## src/hdl/assert_macros.svh

```systemverilog
// assertion macros used by the glyph quad generator emitter
`ifndef ASSERT_MACROS_SVH
`define ASSERT_MACROS_SVH

// same-cycle implication, checked at every rising edge outside reset
`define TGQ_ASSERT_IMPL(name, clk, rst, ante, cons) \
  name: assert property (@(posedge clk) disable iff (rst) (ante) |-> (cons)) \
    else $error("same-cycle implication failed");

// next-cycle implication, checked at every rising edge outside reset
`define TGQ_ASSERT_NEXT(name, clk, rst, ante, cons) \
  name: assert property (@(posedge clk) disable iff (rst) (ante) |=> (cons)) \
    else $error("next-cycle implication failed");

`endif

```

## src/hdl/tgq_pkg.sv

```systemverilog
// types, constants and helper functions of the glyph quad generator
`timescale 1ns / 1ps
`default_nettype none
package tgq_pkg;

  // handed-down parameter defaults
  localparam int INDEX_BITS_DEF  = 16;
  localparam int QUEUE_DEPTH_DEF = 4;

  // atlas grid, fixed at sixteen columns
  localparam int ATLAS_COLUMNS   = 16;

  // field widths
  localparam int CFG_IDX_W = 3;
  localparam int STEP_W    = 4;

  // configuration register indexes
  localparam logic [CFG_IDX_W-1:0] REG_ORIGIN_X    = 3'd0;
  localparam logic [CFG_IDX_W-1:0] REG_ORIGIN_Y    = 3'd1;
  localparam logic [CFG_IDX_W-1:0] REG_ORIGIN_Z    = 3'd2;
  localparam logic [CFG_IDX_W-1:0] REG_GLYPH_SIZE  = 3'd3;
  localparam logic [CFG_IDX_W-1:0] REG_GLYPH_COLOR = 3'd4;

  // register reset values
  localparam logic [30:0] GLYPH_SIZE_RST  = 31'd524288;
  localparam logic [31:0] GLYPH_COLOR_RST = 32'hFFFF_FFFF;

  // result item kinds
  localparam logic [1:0] KIND_VERTEX = 2'd0;
  localparam logic [1:0] KIND_INDEX  = 2'd1;
  localparam logic [1:0] KIND_EXTENT = 2'd2;

  // special bytes and utf-8 lead masks
  localparam logic [7:0] BYTE_END     = 8'h00;
  localparam logic [7:0] BYTE_NEWLINE = 8'h0A;
  localparam logic [7:0] LEAD4_MASK   = 8'hF0;
  localparam logic [7:0] LEAD3_MASK   = 8'hE0;
  localparam logic [7:0] LEAD2_MASK   = 8'hC0;
  localparam logic [7:0] CONT_CODE    = 8'h80;

  // largest code point that has a glyph of its own
  localparam logic [20:0] MAX_GLYPH = 21'd256;

  // atlas cell geometry in 1/256 units
  localparam logic [8:0] CELL_U = 9'(256 / ATLAS_COLUMNS);
  localparam logic [7:0] V_SPAN = 8'd8;

  // step of the last result of a glyph
  localparam logic [STEP_W-1:0] GLYPH_LAST_STEP = 4'd9;

  // decoded command passed from front to back
  typedef enum logic [1:0] {
    CMD_GLYPH   = 2'd0,
    CMD_NEWLINE = 2'd1,
    CMD_END     = 2'd2
  } cmd_kind_t;

  typedef struct packed {
    cmd_kind_t  kind;
    logic [8:0] code;
  } cmd_t;

  // queue write side and queue head
  typedef struct packed {
    logic valid;
    cmd_t cmd;
  } cmd_slot_t;

  // clamp a 33-bit signed sum to the signed 32-bit range
  function automatic logic [31:0] sat32(input logic [32:0] v);
    logic [31:0] r;
    if (v[32] != v[31]) begin
      r = v[32] ? 32'h8000_0000 : 32'h7FFF_FFFF;
    end else begin
      r = v[31:0];
    end
    return r;
  endfunction

  // vertex offset from the quad base for each result step
  function automatic logic [1:0] index_offset(input logic [STEP_W-1:0] step);
    logic [1:0] r;
    case (step)
      4'd0:    r = 2'd0;
      4'd1:    r = 2'd1;
      4'd2:    r = 2'd2;
      4'd3:    r = 2'd3;
      4'd4:    r = 2'd0;
      4'd5:    r = 2'd2;
      4'd6:    r = 2'd1;
      4'd7:    r = 2'd0;
      4'd8:    r = 2'd3;
      4'd9:    r = 2'd2;
      default: r = 2'd0;
    endcase
    return r;
  endfunction

endpackage
`default_nettype wire

```

## src/hdl/tgq_if.sv

```systemverilog
// channel interfaces: text byte input, result output, configuration writes
`timescale 1ns / 1ps
`default_nettype none

// text byte channel
interface tgq_byte_if;
  logic       valid;
  logic       ready;
  logic [7:0] text_byte;
  modport source (output valid, output text_byte, input ready);
  modport sink   (input valid, input text_byte, output ready);
endinterface

// result item channel
interface tgq_out_if;
  logic               valid;
  logic               ready;
  logic [1:0]         item_kind;
  logic signed [31:0] pos_x;
  logic signed [31:0] pos_y;
  logic signed [31:0] pos_z;
  logic [8:0]         tex_u;
  logic [7:0]         tex_v;
  logic [31:0]        vertex_color;
  logic [15:0]        index_value;
  logic               last;
  modport source (output valid, output item_kind, output pos_x, output pos_y,
                  output pos_z, output tex_u, output tex_v, output vertex_color,
                  output index_value, output last, input ready);
  modport sink   (input valid, input item_kind, input pos_x, input pos_y,
                  input pos_z, input tex_u, input tex_v, input vertex_color,
                  input index_value, input last, output ready);
endinterface

// configuration write channel
interface tgq_cfg_if;
  logic        valid;
  logic        ready;
  logic [2:0]  index;
  logic [31:0] data;
  modport source (output valid, output index, output data, input ready);
  modport sink   (input valid, input index, input data, output ready);
endinterface
`default_nettype wire

```

## src/hdl/text_glyph_quad_generator.sv

```systemverilog
// Text glyph quad generator, top level.
// Channels: "in" carries one UTF-8 text byte per item; "out" carries result
// items (vertex, index or text extent); "cfg" writes the origin, glyph size
// and colour registers and is always ready.
// Each glyph byte gives ten result items: four vertices, then six indices,
// the last flagged. A zero byte gives one extent item. Newline, lead and
// inner sequence bytes give none.
// A byte is written into the command queue when accepted, and its first result
// is loaded from the queue head into the output register. Throughput: one
// result item per cycle while the receiver keeps ready high; newline commands
// retire without output. The single output register sets this rate.
// A four-entry command queue lets the decoder keep taking bytes while the
// emitter works, so "in" stalls only when the queue is full.
// Reset (synchronous, rst high) clears decoder, queue and cursor state and
// loads the register defaults; no result is valid after reset.
// When the receiver holds ready low, the output register holds its item and
// the emitter pauses; the queue then fills and back-pressures "in".
`timescale 1ns / 1ps
`default_nettype none
module text_glyph_quad_generator
  import tgq_pkg::*;
#(
  parameter int INDEX_BITS  = INDEX_BITS_DEF,
  parameter int QUEUE_DEPTH = QUEUE_DEPTH_DEF
) (
  input  wire logic clk,
  input  wire logic rst,
  tgq_byte_if.sink  in,
  tgq_cfg_if.sink   cfg,
  tgq_out_if.source out
);

  cmd_slot_t push;
  cmd_slot_t head;
  logic      full;
  logic      pop;

  // front: decode bytes into commands
  tgq_decoder u_decoder (
    .clk  (clk),
    .rst  (rst),
    .in   (in),
    .full (full),
    .push (push)
  );

  // command queue
  tgq_cmd_fifo #(
    .DEPTH (QUEUE_DEPTH)
  ) u_fifo (
    .clk  (clk),
    .rst  (rst),
    .push (push),
    .full (full),
    .head (head),
    .pop  (pop)
  );

  // back: emit result items
  tgq_emitter #(
    .INDEX_BITS (INDEX_BITS)
  ) u_emitter (
    .clk  (clk),
    .rst  (rst),
    .head (head),
    .pop  (pop),
    .cfg  (cfg),
    .out  (out)
  );

endmodule
`default_nettype wire

```

## src/hdl/tgq_decoder.sv

```systemverilog
// front end: utf-8 decoding and classification of text bytes into commands
`timescale 1ns / 1ps
`default_nettype none
module tgq_decoder
  import tgq_pkg::*;
(
  input  wire logic  clk,
  input  wire logic  rst,
  tgq_byte_if.sink   in,
  input  wire logic  full,
  output cmd_slot_t  push
);

  logic [1:0]  bytes_pending;
  logic [20:0] partial_cp;
  logic [1:0]  bytes_pending_next;
  logic [20:0] partial_cp_next;
  logic        accept;
  logic [7:0]  b;
  logic [20:0] cont_cp;
  logic [1:0]  pend_dec;

  // take a byte whenever the queue has room
  assign in.ready = !full;
  assign accept   = in.valid && !full;
  assign b        = in.text_byte;

  // continuation data appended to the partial code point
  assign cont_cp  = {partial_cp[14:0], b[5:0]};
  assign pend_dec = bytes_pending - 2'd1;

  // classify the byte
  always_comb begin
    bytes_pending_next = bytes_pending;
    partial_cp_next    = partial_cp;
    push.valid         = 1'b0;
    push.cmd.kind      = CMD_GLYPH;
    push.cmd.code      = 9'd0;
    if (accept) begin
      if (b == BYTE_END) begin
        push.valid         = 1'b1;
        push.cmd.kind      = CMD_END;
        bytes_pending_next = 2'd0;
        partial_cp_next    = 21'd0;
      end else if (bytes_pending != 2'd0) begin
        bytes_pending_next = pend_dec;
        if (pend_dec == 2'd0) begin
          partial_cp_next = 21'd0;
          push.valid      = 1'b1;
          push.cmd.code   = (cont_cp > MAX_GLYPH) ? 9'd0 : cont_cp[8:0];
        end else begin
          partial_cp_next = cont_cp;
        end
      end else if (b == BYTE_NEWLINE) begin
        push.valid    = 1'b1;
        push.cmd.kind = CMD_NEWLINE;
      end else if ((b & LEAD4_MASK) == LEAD4_MASK) begin
        partial_cp_next    = {18'd0, b[2:0]};
        bytes_pending_next = 2'd3;
      end else if ((b & LEAD3_MASK) == LEAD3_MASK) begin
        partial_cp_next    = {17'd0, b[3:0]};
        bytes_pending_next = 2'd2;
      end else if ((b & LEAD2_MASK) == LEAD2_MASK) begin
        partial_cp_next    = {16'd0, b[4:0]};
        bytes_pending_next = 2'd1;
      end else if ((b & LEAD2_MASK) == CONT_CODE) begin
        // stray continuation byte
        push.valid = 1'b1;
      end else begin
        push.valid    = 1'b1;
        push.cmd.code = {1'b0, b};
      end
    end
  end

  // decoder state
  always_ff @(posedge clk) begin
    if (rst) begin
      bytes_pending <= 2'd0;
      partial_cp    <= 21'd0;
    end else begin
      bytes_pending <= bytes_pending_next;
      partial_cp    <= partial_cp_next;
    end
  end

endmodule
`default_nettype wire

```

## src/hdl/tgq_cmd_fifo.sv

```systemverilog
// short command queue between decoder and emitter
`timescale 1ns / 1ps
`default_nettype none
module tgq_cmd_fifo
  import tgq_pkg::*;
#(
  parameter int DEPTH = QUEUE_DEPTH_DEF
) (
  input  wire logic clk,
  input  wire logic rst,
  input  cmd_slot_t push,
  output logic      full,
  output cmd_slot_t head,
  input  wire logic pop
);

  localparam int PW = (DEPTH > 1) ? $clog2(DEPTH) : 1;
  localparam int CW = $clog2(DEPTH + 1);

  cmd_t          mem [DEPTH];
  logic [PW-1:0] wr_ptr;
  logic [PW-1:0] rd_ptr;
  logic [CW-1:0] count;
  logic          do_push;
  logic          do_pop;

  assign full      = (count == CW'(DEPTH));
  assign head.valid = (count != '0);
  assign head.cmd   = mem[rd_ptr];
  assign do_push    = push.valid && !full;
  assign do_pop     = pop && head.valid;

  // storage
  always_ff @(posedge clk) begin
    if (do_push) begin
      mem[wr_ptr] <= push.cmd;
    end
  end

  // pointers and fill count
  always_ff @(posedge clk) begin
    if (rst) begin
      wr_ptr <= '0;
      rd_ptr <= '0;
      count  <= '0;
    end else begin
      if (do_push) begin
        wr_ptr <= (wr_ptr == PW'(DEPTH - 1)) ? '0 : wr_ptr + 1'b1;
      end
      if (do_pop) begin
        rd_ptr <= (rd_ptr == PW'(DEPTH - 1)) ? '0 : rd_ptr + 1'b1;
      end
      case ({do_push, do_pop})
        2'b10:   count <= count + 1'b1;
        2'b01:   count <= count - 1'b1;
        default: count <= count;
      endcase
    end
  end

endmodule
`default_nettype wire

```

## src/hdl/tgq_emitter.sv

```systemverilog
// back end: cursor state, configuration registers and result item sequencing
`timescale 1ns / 1ps
`default_nettype none
`include "assert_macros.svh"
module tgq_emitter
  import tgq_pkg::*;
#(
  parameter int INDEX_BITS = INDEX_BITS_DEF
) (
  input  wire logic  clk,
  input  wire logic  rst,
  input  cmd_slot_t  head,
  output logic       pop,
  tgq_cfg_if.sink    cfg,
  tgq_out_if.source  out
);

  // configuration registers
  logic [31:0] origin_x;
  logic [31:0] origin_y;
  logic [31:0] origin_z;
  logic [30:0] glyph_size;
  logic [31:0] glyph_color;

  // text state
  logic signed [31:0]  cursor_x;
  logic signed [31:0]  cursor_y;
  logic signed [31:0]  row_width;
  logic signed [31:0]  widest_line;
  logic signed [31:0]  extent_height;
  logic [INDEX_BITS-1:0] vertex_counter;
  logic [STEP_W-1:0]   step;

  // output register
  logic        o_valid;
  logic [1:0]  o_kind;
  logic [31:0] o_x;
  logic [31:0] o_y;
  logic [31:0] o_z;
  logic [8:0]  o_u;
  logic [7:0]  o_v;
  logic [31:0] o_color;
  logic [15:0] o_index;
  logic        o_last;

  logic        can_load;
  logic        load;
  logic [32:0] size_ext;
  logic [31:0] x1;
  logic [31:0] y1;
  logic [31:0] row_width_add;
  logic [31:0] cursor_y_down;
  logic [31:0] widest_brk;
  logic [31:0] height_brk;
  logic [3:0]  col;
  logic [4:0]  row;
  logic [8:0]  u0;
  logic [8:0]  u1;
  logic [7:0]  v1;
  logic [7:0]  v0;
  logic [INDEX_BITS-1:0] idx;
  logic        x_far;
  logic        y_far;
  logic        is_glyph_pop;

  assign cfg.ready = 1'b1;

  // quad corners and line bookkeeping
  assign size_ext       = {2'b00, glyph_size};
  assign x1             = sat32({cursor_x[31], cursor_x} + size_ext);
  assign y1             = sat32({cursor_y[31], cursor_y} + size_ext);
  assign row_width_add  = sat32({row_width[31], row_width} + size_ext);
  assign cursor_y_down  = sat32({cursor_y[31], cursor_y} - size_ext);
  assign widest_brk     = (row_width > widest_line) ? row_width : widest_line;
  assign height_brk     = sat32({extent_height[31], extent_height} - size_ext);

  // atlas cell of the glyph
  assign col = head.cmd.code[3:0];
  assign row = head.cmd.code[8:4];
  assign u0  = 9'(col) * CELL_U;
  assign u1  = u0 + CELL_U;
  assign v1  = 8'({3'd0, row} << 3) + 8'({3'd0, row} << 1);
  assign v0  = v1 + V_SPAN;

  // vertex index of this step
  assign idx   = vertex_counter + INDEX_BITS'(index_offset(step));
  assign x_far = (step == 4'd2) || (step == 4'd3);
  assign y_far = (step == 4'd1) || (step == 4'd2);

  // sequencing: one result per cycle into the output register while it is free or being read
  assign can_load = !o_valid || out.ready;
  always_comb begin
    pop  = 1'b0;
    load = 1'b0;
    if (head.valid) begin
      case (head.cmd.kind)
        CMD_NEWLINE: pop = 1'b1;
        CMD_END: begin
          load = can_load;
          pop  = can_load;
        end
        CMD_GLYPH: begin
          load = can_load;
          pop  = can_load && (step == GLYPH_LAST_STEP);
        end
        default: pop = 1'b1;
      endcase
    end
  end
  assign is_glyph_pop = pop && (head.cmd.kind == CMD_GLYPH);

  // output register valid
  always_ff @(posedge clk) begin
    if (rst) begin
      o_valid <= 1'b0;
    end else if (load) begin
      o_valid <= 1'b1;
    end else if (out.ready) begin
      o_valid <= 1'b0;
    end
  end

  // output register payload
  always_ff @(posedge clk) begin
    if (load) begin
      o_x     <= 32'd0;
      o_y     <= 32'd0;
      o_z     <= 32'd0;
      o_u     <= 9'd0;
      o_v     <= 8'd0;
      o_color <= 32'd0;
      o_index <= 16'd0;
      o_last  <= 1'b0;
      if (head.cmd.kind == CMD_END) begin
        o_kind <= KIND_EXTENT;
        o_x    <= widest_brk;
        o_y    <= height_brk;
        o_last <= 1'b1;
      end else if (step < 4'd4) begin
        o_kind  <= KIND_VERTEX;
        o_x     <= x_far ? x1 : cursor_x;
        o_y     <= y_far ? y1 : cursor_y;
        o_z     <= origin_z;
        o_u     <= x_far ? u1 : u0;
        o_v     <= y_far ? v1 : v0;
        o_color <= glyph_color;
        o_index <= 16'(idx);
      end else begin
        o_kind  <= KIND_INDEX;
        o_index <= 16'(idx);
        o_last  <= (step == GLYPH_LAST_STEP);
      end
    end
  end

  // text state and configuration
  always_ff @(posedge clk) begin
    if (rst) begin
      origin_x       <= 32'd0;
      origin_y       <= 32'd0;
      origin_z       <= 32'd0;
      glyph_size     <= GLYPH_SIZE_RST;
      glyph_color    <= GLYPH_COLOR_RST;
      cursor_x       <= 32'sd0;
      cursor_y       <= 32'sd0;
      row_width      <= 32'sd0;
      widest_line    <= 32'sd0;
      extent_height  <= 32'sd0;
      vertex_counter <= '0;
      step           <= '0;
    end else begin
      if (head.valid) begin
        case (head.cmd.kind)
          CMD_NEWLINE: begin
            cursor_y      <= cursor_y_down;
            cursor_x      <= origin_x;
            widest_line   <= widest_brk;
            extent_height <= height_brk;
            row_width     <= 32'sd0;
          end
          CMD_END: begin
            if (pop) begin
              cursor_x      <= origin_x;
              cursor_y      <= origin_y;
              row_width     <= 32'sd0;
              widest_line   <= 32'sd0;
              extent_height <= 32'sd0;
            end
          end
          CMD_GLYPH: begin
            if (pop) begin
              step           <= '0;
              vertex_counter <= vertex_counter + INDEX_BITS'(4);
              cursor_x       <= x1;
              row_width      <= row_width_add;
            end else if (load) begin
              step <= step + 1'b1;
            end
          end
          default: step <= '0;
        endcase
      end
      // register writes must arrive only while the block is idle; the block does not enforce this
      if (cfg.valid) begin
        case (cfg.index)
          REG_ORIGIN_X: begin
            origin_x <= cfg.data;
            cursor_x <= cfg.data;
          end
          REG_ORIGIN_Y: begin
            origin_y <= cfg.data;
            cursor_y <= cfg.data;
          end
          REG_ORIGIN_Z:    origin_z    <= cfg.data;
          REG_GLYPH_SIZE:  glyph_size  <= cfg.data[30:0];
          REG_GLYPH_COLOR: glyph_color <= cfg.data;
          default: ;
        endcase
      end
    end
  end

  // output port drive
  assign out.valid        = o_valid;
  assign out.item_kind    = o_kind;
  assign out.pos_x        = o_x;
  assign out.pos_y        = o_y;
  assign out.pos_z        = o_z;
  assign out.tex_u        = o_u;
  assign out.tex_v        = o_v;
  assign out.vertex_color = o_color;
  assign out.index_value  = o_index;
  assign out.last         = o_last;

  // step counter only runs while a glyph sits at the queue head
  `TGQ_ASSERT_IMPL(a_step_in_glyph, clk, rst, step != '0,
    head.valid && head.cmd.kind == CMD_GLYPH)
  // a glyph leaves the queue only with its final result
  `TGQ_ASSERT_IMPL(a_glyph_pop_last, clk, rst, is_glyph_pop, step == GLYPH_LAST_STEP)
  // each finished glyph consumes four vertex indices
  `TGQ_ASSERT_NEXT(a_counter_adv, clk, rst, is_glyph_pop,
    vertex_counter == $past(vertex_counter) + INDEX_BITS'(4))

endmodule
`default_nettype wire

```

## src/flat_wrapper.sv

```systemverilog
// flat-port wrapper written by rule: the top's interface ports become plain ports
module text_glyph_quad_generator_flat import tgq_pkg::*;
#(
  parameter int INDEX_BITS  = INDEX_BITS_DEF,
  parameter int QUEUE_DEPTH = QUEUE_DEPTH_DEF
)
  (clk, rst, in_valid, in_text_byte, in_ready, cfg_valid, cfg_index, cfg_data, cfg_ready, out_valid, out_item_kind, out_pos_x, out_pos_y, out_pos_z, out_tex_u, out_tex_v, out_vertex_color, out_index_value, out_last, out_ready);
  tgq_byte_if in_i ();
  tgq_cfg_if cfg_i ();
  tgq_out_if out_i ();
  input  wire logic clk;
  input  wire logic rst;
  input wire logic [$bits(in_i.valid)-1:0] in_valid;
  input wire logic [$bits(in_i.text_byte)-1:0] in_text_byte;
  output wire logic [$bits(in_i.ready)-1:0] in_ready;
  input wire logic [$bits(cfg_i.valid)-1:0] cfg_valid;
  input wire logic [$bits(cfg_i.index)-1:0] cfg_index;
  input wire logic [$bits(cfg_i.data)-1:0] cfg_data;
  output wire logic [$bits(cfg_i.ready)-1:0] cfg_ready;
  output wire logic [$bits(out_i.valid)-1:0] out_valid;
  output wire logic [$bits(out_i.item_kind)-1:0] out_item_kind;
  output wire logic [$bits(out_i.pos_x)-1:0] out_pos_x;
  output wire logic [$bits(out_i.pos_y)-1:0] out_pos_y;
  output wire logic [$bits(out_i.pos_z)-1:0] out_pos_z;
  output wire logic [$bits(out_i.tex_u)-1:0] out_tex_u;
  output wire logic [$bits(out_i.tex_v)-1:0] out_tex_v;
  output wire logic [$bits(out_i.vertex_color)-1:0] out_vertex_color;
  output wire logic [$bits(out_i.index_value)-1:0] out_index_value;
  output wire logic [$bits(out_i.last)-1:0] out_last;
  input wire logic [$bits(out_i.ready)-1:0] out_ready;
  assign in_i.valid = in_valid;
  assign in_i.text_byte = in_text_byte;
  assign in_ready = in_i.ready;
  assign cfg_i.valid = cfg_valid;
  assign cfg_i.index = cfg_index;
  assign cfg_i.data = cfg_data;
  assign cfg_ready = cfg_i.ready;
  assign out_valid = out_i.valid;
  assign out_item_kind = out_i.item_kind;
  assign out_pos_x = out_i.pos_x;
  assign out_pos_y = out_i.pos_y;
  assign out_pos_z = out_i.pos_z;
  assign out_tex_u = out_i.tex_u;
  assign out_tex_v = out_i.tex_v;
  assign out_vertex_color = out_i.vertex_color;
  assign out_index_value = out_i.index_value;
  assign out_last = out_i.last;
  assign out_i.ready = out_ready;
  text_glyph_quad_generator #(.INDEX_BITS(INDEX_BITS), .QUEUE_DEPTH(QUEUE_DEPTH)) u_core (.clk(clk), .rst(rst), .in(in_i), .cfg(cfg_i), .out(out_i));
endmodule
```

## config.mk

```make
export PLATFORM = sky130hd
export DESIGN_NAME = text_glyph_quad_generator_flat
export DESIGN_NICKNAME = d
export VERILOG_FILES = /design/src/hdl/tgq_pkg.sv /design/src/hdl/tgq_if.sv /design/src/hdl/text_glyph_quad_generator.sv /design/src/hdl/tgq_decoder.sv /design/src/hdl/tgq_cmd_fifo.sv /design/src/hdl/tgq_emitter.sv /design/src/flat_wrapper.sv
export VERILOG_INCLUDE_DIRS = /design/src /design/src/hdl
export SDC_FILE = /design/constraint.sdc
export NUM_CORES = 2
export LEC_CHECK = 0
export ABC_AREA = 1
export ABC_CLOCK_PERIOD_IN_PS = 14600
export BUFFER_PORTS_ARGS = -buffer_cell sky130_fd_sc_hd__buf_2
export CAP_MARGIN = 20
export CORE_MARGIN = 1.5
export CORE_UTILIZATION = 32
export DETAILED_ROUTE_END_ITERATION = 8
export GPL_ROUTABILITY_DRIVEN = 0
export PLACE_DENSITY = 0.59
export SLEW_MARGIN = 15
export SYNTH_ARGS = -nofsm -noshare
export SYNTH_HDL_FRONTEND = slang
export SYNTH_SLANG_ARGS = --single-unit
```

## constraint.sdc

```tcl
create_clock -name clk -period 14.6 [get_ports clk]
set_input_delay 2.19 -clock clk [delete_from_list [all_inputs] [get_ports clk]]
set_output_delay 2.19 -clock clk [all_outputs]
set_load 0.005 [all_outputs]
```

==> results.ini <==
[synthesis]
synth-compound-area-share_pct=17.8
synth_cell_types=55
synth_top_family_by_area=simple AND/OR/NAND/NOR gates
async_flop_share_pct=0
synthAdderAreaFrac_pct=7.55
synth-edff-count=203
syn_area_sq_mm=0.0360
yosys.area_share.simple_pct=25.9
ys_ff_latch=569
synthDominantCellAreaShare_pct=20.4
ys_top_cells_by_area=dfxtp_1 20%, edfxtp_1 17%, nand2_1 15%
synthCells=5106
yosys_warnings=0
synthMuxAreaShare_pct=0
ys.flop_type=dfxtp_1
syn_area_per_cell_sq_um=7.05
synthXorXnorAreaFrac_pct=2.95
synth_top_cell_by_area=dfxtp_1
ys_seq_area_share_pct=37.3

[clock_tree]
clk_pin_slew_ps=60
htreeDepth=3
cts_tree=built
post_cts_buffers=0
cts_root_buf=clkbuf_16
cts_buffer_depth=3
cts_resized=0
clock-sinks=569
hold_buffers=0
cts-buffers-inserted=67
clkLatencyLatePin_ps=650

[timing]
hold_viol_final=0
setup_tns_ps=0
fmax_ghz=0.183
clock_skew_ps=37.4
period_minus_slack_ps=5460
max_slew.worst_pin.slew_ps=1030
rsz0062_at_grt=false
fin_crit_sh_pct=37.4
fin_ws_ps=9140
slew_viol_final=0
setup_violations=0
relSlewSlack_pct=31.3

[worst_setup_path]
rr_endpoint=u_core.u_emitter.out.pos_y[14]$_DFFE_PP_
cp-start-kind=register
cpMaxStageDelayCell=dfxtp_1
crit_arrival_ps=5700
cp-endpoint=u_core.u_emitter.out.pos_y[14]$_DFFE_PP_
cp.required_ps=14840
critPathMaxStageDelay_ps=790
crit_top_cell=buf_4
crit_chain=inv_1 -> nand2_1 -> a32oi_1 -> inv_1 -> ha_4 -> nor2_1 -> nor3_4 -> buf_4 -> buf_4 -> buf_4
crit_fanout=60
path_class=register to register
cp-end-kind=register
r2r_cells=10
r2r_slack_ps=9140

[power_and_ir_drop]
finalPower_mw=10.3
p_leak_nw=17.7
cellPowerDensity_mw_per_mm2=254
vdd.ir_drop.worst_mv=0.178

[drt]
ant_nets=0
routed_wl_mm=131
vias=35500
viasPerCell=5.28
wl_per_cell_um=19.6
drcViolationCount=0
first_pass_iters=8
detail_route.iter0.violations=3558

[global_routing]
grt_pass1_wl_mm=197
antenna_found_initial=2
first_global_vias=32200
overflow=0
gr-usage-all-layers_pct=22.0
grt_max_degree=79

[floorplanning]
die_area_sq_mm=0.114
die_w_um=338
start_util_pct=32.4
core_sq_mm=0.111
std_cell_rows=122
die_h_um=338
io_pins=215

[final_layout]
syn2layout_area_growth_pct=12.7
nets=5434
layout-drive-gt1-share_pct=8.09
final_core_util_pct=36.5
n_fill_cell=12000
final_cell_mix=1411 x nand2_1, 689 x a21oi_1, 486 x inv_1
final_common_cell=nand2_1

[placed_design]
port_buffers=208
place_ws_ps=9080
hpwl_mm=96.9

[job]
drv_cap=0

[run_status]
status=complete, no violations

[worst_hold_path]
hold_path.class=register to register

## state kept, by name, indices dropped and copies added, names as in the netlist, 31 cells and up, named ones only
| signal | cells |
|---|---|
| u_core.u_emitter.row_width | 32 |
| u_core.u_emitter.widest_line | 32 |
| u_core.u_emitter.cursor_y | 32 |
| u_core.u_emitter.origin_z | 32 |
| u_core.u_fifo.mem | 44 |
| u_core.u_emitter.origin_y | 32 |
| u_core.u_emitter.glyph_color | 32 |
| u_core.u_emitter.out.vertex_color | 32 |
| u_core.u_emitter.out.pos_z | 32 |
| u_core.u_emitter.glyph_size | 31 |
| u_core.u_emitter.out.pos_y | 32 |
| u_core.u_emitter.extent_height | 32 |
| u_core.u_emitter.out.pos_x | 32 |
| u_core.u_emitter.origin_x | 32 |
| u_core.u_emitter.cursor_x | 32 |
## synthesized netlist by cell type, types with 18 or more instances
cell type     n
inv_2        20
o211ai_1     55
inv_1       487
ha_1        206
nor2_1      336
nor3_1       55
dfxtp_1     366
a21o_1       18
edfxtp_1    203
o21a_1       24
nand3_1     343
nand3b_1     40
nand2_1    1411
nand4_1      32
o21ai_0     293
clkbuf_1    166
a21oi_1     689
xor2_1       73
buf_2        58
xnor2_1      48
## final cells by class
cell class                 count  area (sq um)  area share (%)
antenna                        1          2.50         0.00617
timing repair buffer         250          1420            3.50
multi-input combinational   3776         19600            48.4
clock inverter                36           412            1.02
sequential                   569         13400            33.1
clock buffer                  88          1900            4.69
tap                         1488          1860            4.59
inverter                     509          1910            4.72
## cell families after synthesis
family / count (synthesis)
AOI/OAI and AO/OA: 1181
xor gates and xnor gates: 121
adders and majority gates: 213
buffers and inverters: 765
DFF: 569
other: 2
and+or+nand+nor: 2255
## worst max-delay path, delay by kind of cell (launching register included)
kind	cells	cell delay (ps)
adders and majority gates	1	540
AOI/OAI and AO/OA	1	150
DFF	1	790
and+or+nand+nor	3	640
buffers and inverters	5	2810
## how the worst min path moves through the flow
stage	start	to	slack [ps]	cells after the start
floorplan	u_core.u_emitter.origin_z[0]$_SDFFE_PP0P_	u_core.u_emitter.origin_z[0]$_SDFFE_PP0P_	430	2
finish	u_core.u_emitter.origin_z[27]$_SDFFE_PP0P_	u_core.u_emitter.origin_z[27]$_SDFFE_PP0P_	450	2
global placement	u_core.u_emitter.origin_z[27]$_SDFFE_PP0P_	u_core.u_emitter.origin_z[27]$_SDFFE_PP0P_	440	2
CTS	u_core.u_emitter.origin_z[14]$_SDFFE_PP0P_	u_core.u_emitter.origin_z[14]$_SDFFE_PP0P_	460	2
global route	u_core.u_emitter.origin_z[8]$_SDFFE_PP0P_	u_core.u_emitter.origin_z[8]$_SDFFE_PP0P_	460	2
detailed placement	u_core.u_emitter.origin_z[17]$_SDFFE_PP0P_	u_core.u_emitter.origin_z[17]$_SDFFE_PP0P_	450	2
## report_power, final
part	internal, mW	switching [mW]
combinational	1.82	4.28
sequential	2.20	0.242
clock	1.02	0.739
## stage by stage
stage / hold slack, ps / area [sq um] / std cells
detailed placement: 448 / 38200 / 6588
global placement: 440 / 38100 / 6586
finish: 452 / 40500 / 6717
CTS: 456 / 40500 / 6712
global route: 463 / 40500 / 6717
floorplan: 430 / 36000 / 5110
## routing by layer
layer	routed length [um]	global-route usage, %	up-vias
li1	-	-	17100
met3	10300	3.17	205
met1	59600	31.5	16600
met2	56100	33.2	1505
met4	5420	8.87	0
met5	0	0	-
(Power assumes the default switching activity.)
